[config.mk]
export PLATFORM = sky130hd
export DESIGN_NAME = append_only_key_value_table_top
export DESIGN_NICKNAME = d
export VERILOG_FILES = /design/src/sv/aokvt_pkg.sv /design/src/sv/aokvt_ram.sv /design/src/sv/aokvt_ctrl.sv /design/src/sv/append_only_key_value_table_top.sv
export SDC_FILE = /design/constraint.sdc
export NUM_CORES = 2
export LEC_CHECK = 0
export BUFFER_PORTS_ARGS = -buffer_cell sky130_fd_sc_hd__buf_2
export CAP_MARGIN = 10
export CORE_ASPECT_RATIO = 0.9
export CORE_MARGIN = 5
export CORE_UTILIZATION = 50
export CTS_CLUSTER_SIZE = 25
export DETAILED_ROUTE_END_ITERATION = 6
export PLACE_DENSITY = 0.77
export RECOVER_POWER = 50
export SETUP_SLACK_MARGIN = 0.5
export SKIP_LAST_GASP = 1
export SLEW_MARGIN = 20
export SYNTH_ARGS = -nofsm -noshare
export SYNTH_HDL_FRONTEND = slang
export SYNTH_HIERARCHICAL = 1
export SYNTH_SLANG_ARGS = --single-unit
[constraint.sdc]
create_clock -name clk -period 8.1 [get_ports clk]
set_input_delay 2.43 -clock clk [delete_from_list [all_inputs] [get_ports clk]]
set_output_delay 2.43 -clock clk [all_outputs]
set_load 0.03 [all_outputs]
[src/sv/aokvt_pkg.sv]
// ----------------------------------------------------------------------------
// aokvt_pkg
// shared field widths and result codes of the key/value table
// ----------------------------------------------------------------------------
`default_nettype none

package aokvt_pkg;

	localparam int MODE_W      = 2;
	localparam int STATUS_W    = 3;
	localparam int ENTRY_IDX_W = 4;
	localparam int ENTRY_CNT_W = 5;

	// request modes
	localparam logic [MODE_W-1:0] MODE_SET  = 2'd0;
	localparam logic [MODE_W-1:0] MODE_GET  = 2'd1;
	localparam logic [MODE_W-1:0] MODE_WALK = 2'd2;

	typedef enum logic [STATUS_W-1:0] {
		STAT_SET_STORED = 3'd0,
		STAT_SET_FULL   = 3'd1,
		STAT_GET_HIT    = 3'd2,
		STAT_GET_MISS   = 3'd3,
		STAT_WALK_ENTRY = 3'd4
	} status_t;

endpackage

`default_nettype wire

[src/sv/aokvt_ram.sv]
// ----------------------------------------------------------------------------
// aokvt_ram
// simple dual-port ram, one write and one registered read per cycle
// ----------------------------------------------------------------------------
`default_nettype none

module aokvt_ram #(
	parameter int WIDTH = 8,
	parameter int DEPTH = 16
) (
	input  wire logic                     clk,
	input  wire logic                     we,
	input  wire logic [$clog2(DEPTH)-1:0] waddr,
	input  wire logic [WIDTH-1:0]         wdata,
	input  wire logic [$clog2(DEPTH)-1:0] raddr,
	output logic      [WIDTH-1:0]         rdata
);

	logic [WIDTH-1:0] mem_q [DEPTH];

	always_ff @(posedge clk) begin
		if (we) begin
			mem_q[waddr] <= wdata;
		end
		rdata <= mem_q[raddr];
	end

endmodule

`default_nettype wire

[src/sv/aokvt_ctrl.sv]
// ----------------------------------------------------------------------------
// aokvt_ctrl
// request sequencer: linear key scan, write-back, walk and result registers
// ----------------------------------------------------------------------------
`default_nettype none

module aokvt_ctrl #(
	parameter int CAPACITY   = 16,
	parameter int KEY_BITS   = 32,
	parameter int VALUE_BITS = 64
) (
	input  wire logic                                clk,
	input  wire logic                                arst_n,
	// request side
	input  wire logic                                start,
	input  wire logic [aokvt_pkg::MODE_W-1:0]        mode,
	input  wire logic [KEY_BITS-1:0]                 key,
	input  wire logic [VALUE_BITS-1:0]               value,
	output logic                                     busy,
	// result side
	output logic                                     done,
	output logic      [aokvt_pkg::STATUS_W-1:0]      status,
	output logic      [VALUE_BITS-1:0]               found_value,
	output logic      [aokvt_pkg::ENTRY_IDX_W-1:0]   entry_index,
	output logic      [aokvt_pkg::ENTRY_CNT_W-1:0]   entry_count,
	output logic                                     last,
	// memory ports
	output logic      [$clog2(CAPACITY)-1:0]         mem_raddr,
	output logic      [$clog2(CAPACITY)-1:0]         mem_waddr,
	output logic                                     key_we,
	output logic      [KEY_BITS-1:0]                 key_wdata,
	input  wire logic [KEY_BITS-1:0]                 key_rdata,
	output logic                                     value_we,
	output logic      [VALUE_BITS-1:0]               value_wdata,
	input  wire logic [VALUE_BITS-1:0]               value_rdata
);

	import aokvt_pkg::*;

	localparam int IDX_W = $clog2(CAPACITY);
	localparam int CNT_W = $clog2(CAPACITY + 1);

	typedef enum logic [1:0] {
		S_IDLE,
		S_SCAN,
		S_WALK
	} state_t;

	state_t          state_q;
	logic [CNT_W-1:0] count_q;
	logic [CNT_W-1:0] ptr_q;
	logic            vld_s1;
	logic [IDX_W-1:0] idx_s1;
	logic            set_q;
	logic [KEY_BITS-1:0]   key_q;
	logic [VALUE_BITS-1:0] value_q;

	logic                  done_q;
	status_t               status_q;
	logic [VALUE_BITS-1:0] found_q;
	logic [IDX_W-1:0]      idx_q;
	logic                  last_q;

	logic issue;
	logic hit;
	logic scan_end;
	logic full;
	logic walk_last;
	logic scan_done;

	always_comb begin
		issue     = ptr_q < count_q;
		hit       = vld_s1 && (key_rdata == key_q);
		scan_end  = hit || (!issue && !vld_s1);
		full      = count_q == CNT_W'(CAPACITY);
		walk_last = (CNT_W'(idx_s1) + CNT_W'(1)) == count_q;
		scan_done = (state_q == S_SCAN) && scan_end;
		key_we    = scan_done && set_q && !hit && !full;
		value_we  = scan_done && set_q && (hit || !full);
		mem_waddr = hit ? idx_s1 : count_q[IDX_W-1:0];
		mem_raddr = ptr_q[IDX_W-1:0];
	end

	assign key_wdata   = key_q;
	assign value_wdata = value_q;

	always_ff @(posedge clk or negedge arst_n) begin
		if (!arst_n) begin
			state_q <= S_IDLE;
			count_q <= '0;
			ptr_q   <= '0;
			vld_s1  <= 1'b0;
			done_q  <= 1'b0;
		end else begin
			done_q <= 1'b0;
			case (state_q)
				S_IDLE: begin
					if (start) begin
						ptr_q   <= '0;
						vld_s1  <= 1'b0;
						set_q   <= mode == MODE_SET;
						key_q   <= key;
						value_q <= value;
						case (mode)
							MODE_SET, MODE_GET: state_q <= S_SCAN;
							MODE_WALK: begin
								if (count_q != '0) begin
									state_q <= S_WALK;
								end
							end
							default: state_q <= S_IDLE;
						endcase
					end
				end
				S_SCAN: begin
					if (scan_end) begin
						done_q  <= 1'b1;
						last_q  <= 1'b1;
						vld_s1  <= 1'b0;
						state_q <= S_IDLE;
						if (set_q) begin
							found_q <= '0;
							if (hit) begin
								status_q <= STAT_SET_STORED;
								idx_q    <= idx_s1;
							end else if (full) begin
								status_q <= STAT_SET_FULL;
								idx_q    <= '0;
							end else begin
								status_q <= STAT_SET_STORED;
								idx_q    <= count_q[IDX_W-1:0];
								count_q  <= count_q + CNT_W'(1);
							end
						end else if (hit) begin
							status_q <= STAT_GET_HIT;
							found_q  <= value_rdata;
							idx_q    <= idx_s1;
						end else begin
							status_q <= STAT_GET_MISS;
							found_q  <= '0;
							idx_q    <= '0;
						end
					end else begin
						if (issue) begin
							ptr_q <= ptr_q + CNT_W'(1);
						end
						vld_s1 <= issue;
						idx_s1 <= ptr_q[IDX_W-1:0];
					end
				end
				S_WALK: begin
					if (issue) begin
						ptr_q <= ptr_q + CNT_W'(1);
					end
					vld_s1 <= issue;
					idx_s1 <= ptr_q[IDX_W-1:0];
					if (vld_s1) begin
						done_q   <= 1'b1;
						status_q <= STAT_WALK_ENTRY;
						found_q  <= value_rdata;
						idx_q    <= idx_s1;
						last_q   <= walk_last;
						if (walk_last) begin
							vld_s1  <= 1'b0;
							state_q <= S_IDLE;
						end
					end
				end
				default: state_q <= S_IDLE;
			endcase
		end
	end

	assign busy        = state_q != S_IDLE;
	assign done        = done_q;
	assign status      = status_q;
	assign found_value = found_q;
	assign entry_index = ENTRY_IDX_W'(idx_q);
	assign entry_count = ENTRY_CNT_W'(count_q);
	assign last        = last_q;

endmodule

`default_nettype wire

[src/sv/append_only_key_value_table_top.sv]
// ----------------------------------------------------------------------------
// append_only_key_value_table_top
// append-only associative table of key/value pairs with linear search
// ----------------------------------------------------------------------------
// a request is taken when start is high and busy is low. set and get scan the
// occupied entries one per cycle through the key ram, at most 16 at the default
// capacity, and a hit ends the scan early; busy falls as the result goes out,
// so the next request can be taken in the cycle of the strobe. a walk gives one
// result per occupied entry on consecutive cycles; a walk on an empty table and
// the unused mode give no result and leave busy low. results are shown for
// exactly one cycle with done high, and the receiver cannot stall them.
// entry_count reports the occupancy after the request.
// ----------------------------------------------------------------------------
`default_nettype none

module append_only_key_value_table_top #(
	parameter int CAPACITY   = 16,
	parameter int KEY_BITS   = 32,
	parameter int VALUE_BITS = 64
) (
	input  wire logic                               clk,
	input  wire logic                               arst_n,
	// request
	input  wire logic                               start,
	input  wire logic [aokvt_pkg::MODE_W-1:0]       mode,
	input  wire logic [KEY_BITS-1:0]                key,
	input  wire logic [VALUE_BITS-1:0]              value,
	output logic                                    busy,
	// result, one cycle per strobe
	output logic                                    done,
	output logic      [aokvt_pkg::STATUS_W-1:0]     status,
	output logic      [VALUE_BITS-1:0]              found_value,
	output logic      [aokvt_pkg::ENTRY_IDX_W-1:0]  entry_index,
	output logic      [aokvt_pkg::ENTRY_CNT_W-1:0]  entry_count,
	output logic                                    last
);

	import aokvt_pkg::*;

	localparam int IDX_W = $clog2(CAPACITY);

	// shared read address: keys and values of one entry are read together so
	// that a get hit has its value ready in the cycle of the key compare
	logic [IDX_W-1:0]      mem_raddr;
	logic [IDX_W-1:0]      mem_waddr;
	logic                  key_we;
	logic [KEY_BITS-1:0]   key_wdata;
	logic [KEY_BITS-1:0]   key_rdata;
	logic                  value_we;
	logic [VALUE_BITS-1:0] value_wdata;
	logic [VALUE_BITS-1:0] value_rdata;

	// sequencer: scan, decide, write back, emit
	aokvt_ctrl #(
		.CAPACITY   (CAPACITY),
		.KEY_BITS   (KEY_BITS),
		.VALUE_BITS (VALUE_BITS)
	) u_ctrl (
		.clk         (clk),
		.arst_n      (arst_n),
		.start       (start),
		.mode        (mode),
		.key         (key),
		.value       (value),
		.busy        (busy),
		.done        (done),
		.status      (status),
		.found_value (found_value),
		.entry_index (entry_index),
		.entry_count (entry_count),
		.last        (last),
		.mem_raddr   (mem_raddr),
		.mem_waddr   (mem_waddr),
		.key_we      (key_we),
		.key_wdata   (key_wdata),
		.key_rdata   (key_rdata),
		.value_we    (value_we),
		.value_wdata (value_wdata),
		.value_rdata (value_rdata)
	);

	// key storage, only entries below the occupancy count are ever compared
	aokvt_ram #(
		.WIDTH (KEY_BITS),
		.DEPTH (CAPACITY)
	) u_key_ram (
		.clk   (clk),
		.we    (key_we),
		.waddr (mem_waddr),
		.wdata (key_wdata),
		.raddr (mem_raddr),
		.rdata (key_rdata)
	);

	// value storage, rewritten on a set hit or filled on an append
	aokvt_ram #(
		.WIDTH (VALUE_BITS),
		.DEPTH (CAPACITY)
	) u_value_ram (
		.clk   (clk),
		.we    (value_we),
		.waddr (mem_waddr),
		.wdata (value_wdata),
		.raddr (mem_raddr),
		.rdata (value_rdata)
	);

endmodule

`default_nettype wire

Yosys cells after proc, flatten, opt, wreduce, memory -nomap -nowiden:

Memories as Yosys holds them, arrays and structs flattened. A register that Yosys moved wholly into a read port is not among the register bits.
Cells that the tools add are included.

* register bits: 187
* latch bits: 0
* bits in writable memories: 1536
* memory bits (read-only): 0
* input port bits: 101
* output and inout bits: 79
* word-level logic and storage cells: 109
* memories kept: 2

* add/sub/neg operators: 3
* multiply operators: 0
* divide/modulo/power cells: 0
* $lt $le $gt $ge: 1
* eq/ne operators: 13
* shifts and indexed selects: 0
* muxes and demuxes: 48
* bitwise logic cells: 2
* reductions and logical operators: 27

Memories
* u_value_ram.mem_q: words 16, width 64, read ports 1, clocked after memory_dff 1, wr ports 1, RTL line aokvt_ram.sv:19 `logic [WIDTH-1:0] mem_q [DEPTH];`
* u_key_ram.mem_q: words 16, width 32, read ports 1, clocked after memory_dff 1, wr ports 1, RTL line aokvt_ram.sv:19

Operators by type and width (count)
* 64-bit two-way mux: 4
* 64-bit one-hot mux with 2 select lines: 1
* 32-bit == test: 1
* 4-bit two-way mux: 8
* 4-bit one-hot mux with 2 select lines: 2
* 5-bit two-way mux: 3
* 5-bit one-hot mux with 3 select lines: 1
* 1-bit two-way mux: 14
* 3-bit two-way mux: 4
* 5-bit by 1-bit adder with 5-bit output, second input constant: 2
* 2-bit two-way mux: 5
* 5-bit AND reduction: 2
* 3-bit AND reduction: 3
* 1-bit logical AND: 7
* 2-bit by 1-bit != test with 1-bit output, second input constant: 3
* 2-bit one-hot mux with 3 select lines: 1
* 3-bit one-hot mux with 2 select lines: 1
* 4-bit by 1-bit adder with 5-bit output, second input constant: 1
* 5-bit == test: 1
* 5-bit == test, second input constant: 1
* 5-bit < comparator: 1
* 5-bit nonzero test: 1
* 2-bit by 1-bit == test with 1-bit output, second input constant: 2
* 2-bit == test, second input constant: 2
* 14 further kinds: 23

Longest topological paths before layout:

* depth in word-level cells: 10
* mapped depth: 10
* mapped depth without buffers: 9

Hierarchy:

The synthesis kept the hierarchy.

By module, submodules not included
* aokvt_ram at u_value_ram: instances 1, cells each 1647, area each 39581.7 um^2, sequential area each 32030.7 um^2
* aokvt_ram at u_key_ram: instances 1, cells each 838, area each 19836.5 um^2, sequential area each 16015.4 um^2
* aokvt_ctrl: instances 1, cells each 455, area each 7358.3 um^2, sequential area each 5545.3 um^2

Worst setup path before layout:

OpenSTA, ideal clock, no wires.

* kind: reg2reg
* start: reg u_ctrl.count_q[2], in the netlist u_ctrl/entry_count[2]
* end: mem u_value_ram/mem_q[0][0] in the netlist's numbering, enable pin
* setup time: 0.565 ns
* arrival: 6.815 ns
* required time: 7.535 ns
* setup slack: 0.720 ns
* stages on the path, launching flop included: 10
* path buffers: 1
* period minus slack after synthesis: 7.380 ns
* cell sequence: dfrtp_1 clkbuf_1 inv_1 ha_1 nor2_1 o41ai_4 a21oi_1 nor3_1 or3b_2 nor3_1

* longest elaborated chain between the ends: 9
* elaborated cells on any way between the ends: 13
* those cells by class: 1 x order compare; 1 x eq/ne; 3 x mux; 8 x reduce/logical

Ends and longest elaborated chain
* start: declaration: RTL line aokvt_ctrl.sv:50 `logic [CNT_W-1:0] count_q;`
* start signal: assignment: RTL line aokvt_ctrl.sv:132 `count_q <= count_q + CNT_W'(1);`
* 5-bit < comparator: RTL line aokvt_ctrl.sv:72 `issue = ptr_q < count_q;`
* 1-bit logical NOT: RTL line aokvt_ctrl.sv:74 `scan_end = hit || (!issue && !vld_s1);`
* 1-bit logical AND: RTL line aokvt_ctrl.sv:74
* 1-bit logical OR: RTL line aokvt_ctrl.sv:74
* 1-bit logical AND: RTL line aokvt_ctrl.sv:77 `scan_done = (state_q == S_SCAN) && scan_end;`
* 1-bit logical AND: RTL line aokvt_ctrl.sv:79 `value_we = scan_done && set_q && (hit || !full);`
* 1-bit logical AND (*): RTL line aokvt_ctrl.sv:79
* named net value_we: RTL line append_only_key_value_table_top.sv:49 `logic value_we;`
* 1-bit two-way mux (*): RTL line aokvt_ram.sv:22 `if (we) begin`
* 1-bit two-way mux (not written as such) (*): RTL line aokvt_ram.sv:23 `mem_q[waddr] <= wdata;`
* end: declaration: RTL line aokvt_ram.sv:19

The timed path passes the listed nets; every way through them passes the cells marked *.

Worst setup path in the final report:

* start: reg u_ctrl.ptr_q[1]
* end: mem u_value_ram/mem_q[14][9] in the netlist's numbering, enable pin

* longest elaborated chain between the ends: 9

Ends and longest elaborated chain
* start: declaration: RTL line aokvt_ctrl.sv:51 `logic [CNT_W-1:0] ptr_q;`
* start signal: assignment: RTL line aokvt_ctrl.sv:145 `ptr_q <= ptr_q + CNT_W'(1);`
* start signal: assignment: RTL line aokvt_ctrl.sv:153 `ptr_q <= ptr_q + CNT_W'(1);`
* 5-bit < comparator: RTL line aokvt_ctrl.sv:72
* 1-bit logical NOT: RTL line aokvt_ctrl.sv:74
* 1-bit logical AND: RTL line aokvt_ctrl.sv:74
* 1-bit logical OR: RTL line aokvt_ctrl.sv:74
* 1-bit logical AND: RTL line aokvt_ctrl.sv:77
* 1-bit logical AND (2 in a row): RTL line aokvt_ctrl.sv:79
* named net value_we: RTL line append_only_key_value_table_top.sv:49
* 1-bit two-way mux: RTL line aokvt_ram.sv:22
* 1-bit two-way mux (not written as such): RTL line aokvt_ram.sv:23

The timed path passes the listed nets, and every way through them passes these cells.

==> reports/results.tsv <==
metric	value	unit
Floorplan Core Area	133000	µm²
average wire per cell in the routed design	29.5	µm
number of buffers created by CTS	172	
clock group share of total power	0.344	
startpoint type of the worst setup path	flip-flop	
DR DRC count	0	
RSZ-0062 raised after global routing	no	
vias in the first global route	32000	
clock tree root buffer cell	sky130_fd_sc_hd__clkbuf_16	
# setup viols final	0	
post-place setup slack	2.79	ns
post-route insts no fill	5103	
synth warn	6	
number of input and output port buffers inserted	179	
worst min-delay path category	reg -> reg	
number of flops mapped to enable cells by yosys	1709	
Period minus WS final	6.39	ns
final routed wirelength across all metal layers	150	mm
Synth Instances	2940	
share of cells above drive strength 1	0.258	
total I/O pin count	180	
global-route wire length before repair	220	mm
slew of the pin with the lowest slew margin	3.24	ns
ratio of routed vias to standard cells	6.10	
CP required	8.50	ns
initial DRC count	3913	
die boundary width	395	µm
relative contribution of sequential cells to total power	0.510	
Fmax achieved	157	MHz
commonest cells after routing, fill and taps aside	1709 x sky130_fd_sc_hd__edfxtp_1, 384 x sky130_fd_sc_hd__mux4_2, 192 x sky130_fd_sc_hd__a22oi_1	
Switching Share	0.260	
final hold violations	0	
synthesized area	66800	µm²
final clock skew	0.0437	ns
prevailing post-synth register cell	sky130_fd_sc_hd__edfxtp_1	
All-Layer GR Usage	0.215	
Internal	16800	µW
global-route congestion overflow total	0	
post-synthesis cell type count	51	
violations in the final reports	max-capacitance violations, max-slew violations	
Finished Core Util	0.567	
Clock Tree Buf Depth	3	
Final period util	0.788	
DP HPWL	82.0	mm
worst rel slew slack	-1.16	
area growth from synthesis to final layout	12.9	%
first drt pass iteration count	5	
setup slack, reg-to-reg	1.71	ns
Worst Slack Setup Final	1.71	ns
clock tree sinks	1819	
via count of the routed design	31100	
Clock Latency Late Sink	0.81	ns
clock slew at reported path FFs	0.06	ns
maximum fanout along the worst path	63	
Post-CTS Resized	0	
number of slew-limit violations in the final report	306	
Data arrival, critical path	6.79	ns
Total Die Area	141000	µm²
mean instance size in the synthesized netlist	22.7	µm²
initial antenna violation count	9	
startpoint-to-endpoint class of the critical path	reg -> reg	
floorplan die height	357	µm
final setup TNS	0	ns
final-stage net count	3321	
number of placement rows	127	
share of power burned in combinational logic	0.146	
nets in the synthesized netlist	3052	
PwrDens	302	nW/µm²
number of buffers added to fix hold violations after cts	0	
maximum level of the CTS H-tree	4	
status	complete, but fails checks	
Leakage Power	0.0235	µW
post-synthesis sequential element count	1819	
TritonCTS clock tree	yes	
switching component of the power	5920	µW
maximum resistive drop on vdd	0.000228	V
antenna viol nets, final	0	
count of maximum capacitance violations	7	
kind of end point of the critical path	flip-flop	
maximum number of pins on one net before global-route repair	143	
Initial Utilization	0.502	
number of buffers added for setup after CTS	0	
cell total after placement	4776	
most frequent standard cell in the layout excluding fill and tap cells	sky130_fd_sc_hd__edfxtp_1	
register area share after synthesis	0.803	
final RePlAce weighted congestion	0.803	
async set-reset flop share out of synthesis	0.00770	
fill cell total of the finished layout	9159	
final timing paths:
check	end	cells after the start	startpoint
setup / recovery	u_value_ram/mem_q[14][9]	8	u_ctrl/ptr_q[1]
hold / removal	u_ctrl/found_value[18]	1	u_value_ram/rdata[18]
setup reg to reg	u_value_ram/mem_q[14][9]	8	u_ctrl/ptr_q[1]
hold reg to reg	u_ctrl/found_value[18]	1	u_value_ram/rdata[18]
max in group asynchronous	u_ctrl/ptr_q[3]	1	arst_n
min in group asynchronous	u_ctrl/done	1	arst_n
worst max-delay path, stage by stage (launching register included):
cell and delay, ns:
sky130_fd_sc_hd__dfrtp_1 2.38, sky130_fd_sc_hd__ha_1 0.44, sky130_fd_sc_hd__a211oi_1 0.10, sky130_fd_sc_hd__o41ai_4 0.49
sky130_fd_sc_hd__a21oi_1 0.13, sky130_fd_sc_hd__nor3_1 0.43, sky130_fd_sc_hd__nand3_1 0.42, sky130_fd_sc_hd__nor2_4 0.94
sky130_fd_sc_hd__buf_4 0.62
power groups by stage:
stage | registers, µW | clock network [µW] | logic (µW)
finish | 11600 | 7840 | 3320
floorplan | 11700 | 0 | 2270
global placement | 11800 | 0 | 3240
detailed placement | 11800 | 0 | 3280
global route | 11700 | 8420 | 3550
CTS | 11600 | 7970 | 3330
state kept, by name, indices dropped and copies added, names as in the netlist, 2 cells and up:
name / flops
u_value_ram/rdata: 64
u_ctrl/entry_count: 5
u_ctrl/found_value: 64
u_ctrl/entry_index: 4
u_value_ram/mem_q: 1024
u_ctrl/status: 3
u_key_ram/rdata: 32
u_ctrl/ptr_q: 5
u_ctrl/key_wdata: 32
u_key_ram/mem_q: 512
u_ctrl/state_q: 2
u_ctrl/idx_s1: 4
u_ctrl/value_wdata: 64
final cells by class:
type | instances | area (µm²) | share of cell area
Clock inverter | 91 | 881 | 0.0117
Multi-Input combinational cell | 955 | 12600 | 0.167
Clock buffer | 232 | 4670 | 0.0620
Timing Repair Buffer | 239 | 1340 | 0.0177
Inverter | 22 | 82.6 | 0.00110
Tap cell | 1741 | 2180 | 0.0289
Antenna cell | 4 | 10.0 | 0.000133
Sequential cell | 1819 | 53600 | 0.711
synthesized netlist by cell type (2+ instances only):
library cell | instances | area [µm²]
sky130_fd_sc_hd__mux2i_1 | 11 | 110
sky130_fd_sc_hd__nor2_1 | 34 | 128
sky130_fd_sc_hd__clkbuf_2 | 2 | 10.0
sky130_fd_sc_hd__a22oi_1 | 192 | 1440
sky130_fd_sc_hd__buf_4 | 20 | 150
sky130_fd_sc_hd__nand3b_1 | 5 | 37.5
sky130_fd_sc_hd__o211ai_1 | 2 | 15.0
sky130_fd_sc_hd__and2_1 | 2 | 12.5
sky130_fd_sc_hd__a31oi_1 | 2 | 12.5
sky130_fd_sc_hd__o21ai_0 | 6 | 30.0
sky130_fd_sc_hd__clkbuf_1 | 65 | 244
sky130_fd_sc_hd__or3b_2 | 2 | 17.5
sky130_fd_sc_hd__o2111ai_1 | 2 | 17.5
sky130_fd_sc_hd__ha_1 | 11 | 138
sky130_fd_sc_hd__nor3_1 | 12 | 60.1
sky130_fd_sc_hd__nand3_1 | 11 | 55.1
sky130_fd_sc_hd__nor3b_1 | 2 | 15.0
sky130_fd_sc_hd__nand2_1 | 113 | 424
sky130_fd_sc_hd__edfxtp_1 | 1709 | 51300
sky130_fd_sc_hd__buf_1 | 22 | 82.6
sky130_fd_sc_hd__a21boi_0 | 3 | 22.5
sky130_fd_sc_hd__dfxtp_1 | 96 | 1920
sky130_fd_sc_hd__mux4_2 | 384 | 8650
sky130_fd_sc_hd__buf_6 | 13 | 146
sky130_fd_sc_hd__dfrtp_1 | 14 | 350
sky130_fd_sc_hd__nand4_1 | 10 | 62.6
sky130_fd_sc_hd__xor2_1 | 2 | 17.5
sky130_fd_sc_hd__nand2b_1 | 8 | 50.1
sky130_fd_sc_hd__a211oi_2 | 2 | 25.0
sky130_fd_sc_hd__and3_1 | 5 | 31.3
sky130_fd_sc_hd__xnor2_1 | 40 | 350
sky130_fd_sc_hd__nor2b_1 | 68 | 425
sky130_fd_sc_hd__a21oi_1 | 9 | 45.0
sky130_fd_sc_hd__a211o_1 | 2 | 17.5
sky130_fd_sc_hd__inv_1 | 22 | 82.6
sky130_fd_sc_hd__buf_2 | 22 | 110
metal layers:
layer / global-route usage / vias to the layer above / wire length (µm)
met5: 0 / - / 0
met4: 0.0528 / 0 / 3150
met3: 0.0636 / 191 / 18400
met2: 0.326 / 1787 / 70200
met1: 0.312 / 16400 / 58800
li1: - / 12800 / -
kinds of logic after synthesis:
logic type / share of synthesized area
compound gates: 0.0258
xor+xnor: 0.00551
fa+ha+maj: 0.00206
buf+inv: 0.0124
flops: 0.803
mux: 0.131
simple gates: 0.0205
per-stage QoR:
step / hold WS [ns] / power, µW / area (µm²)
6_report: 0.516 / 22800 / 75400
5_1_grt: 0.527 / 23700 / 75400
4_1_cts: 0.518 / 22900 / 75500
3_5_place_dp: 0.504 / 15100 / 69900
3_3_place_gp: 0.500 / 15000 / 69900
2_1_floorplan: 0.494 / 13900 / 66800
Note: power is estimated with default switching activity, not from simulation.
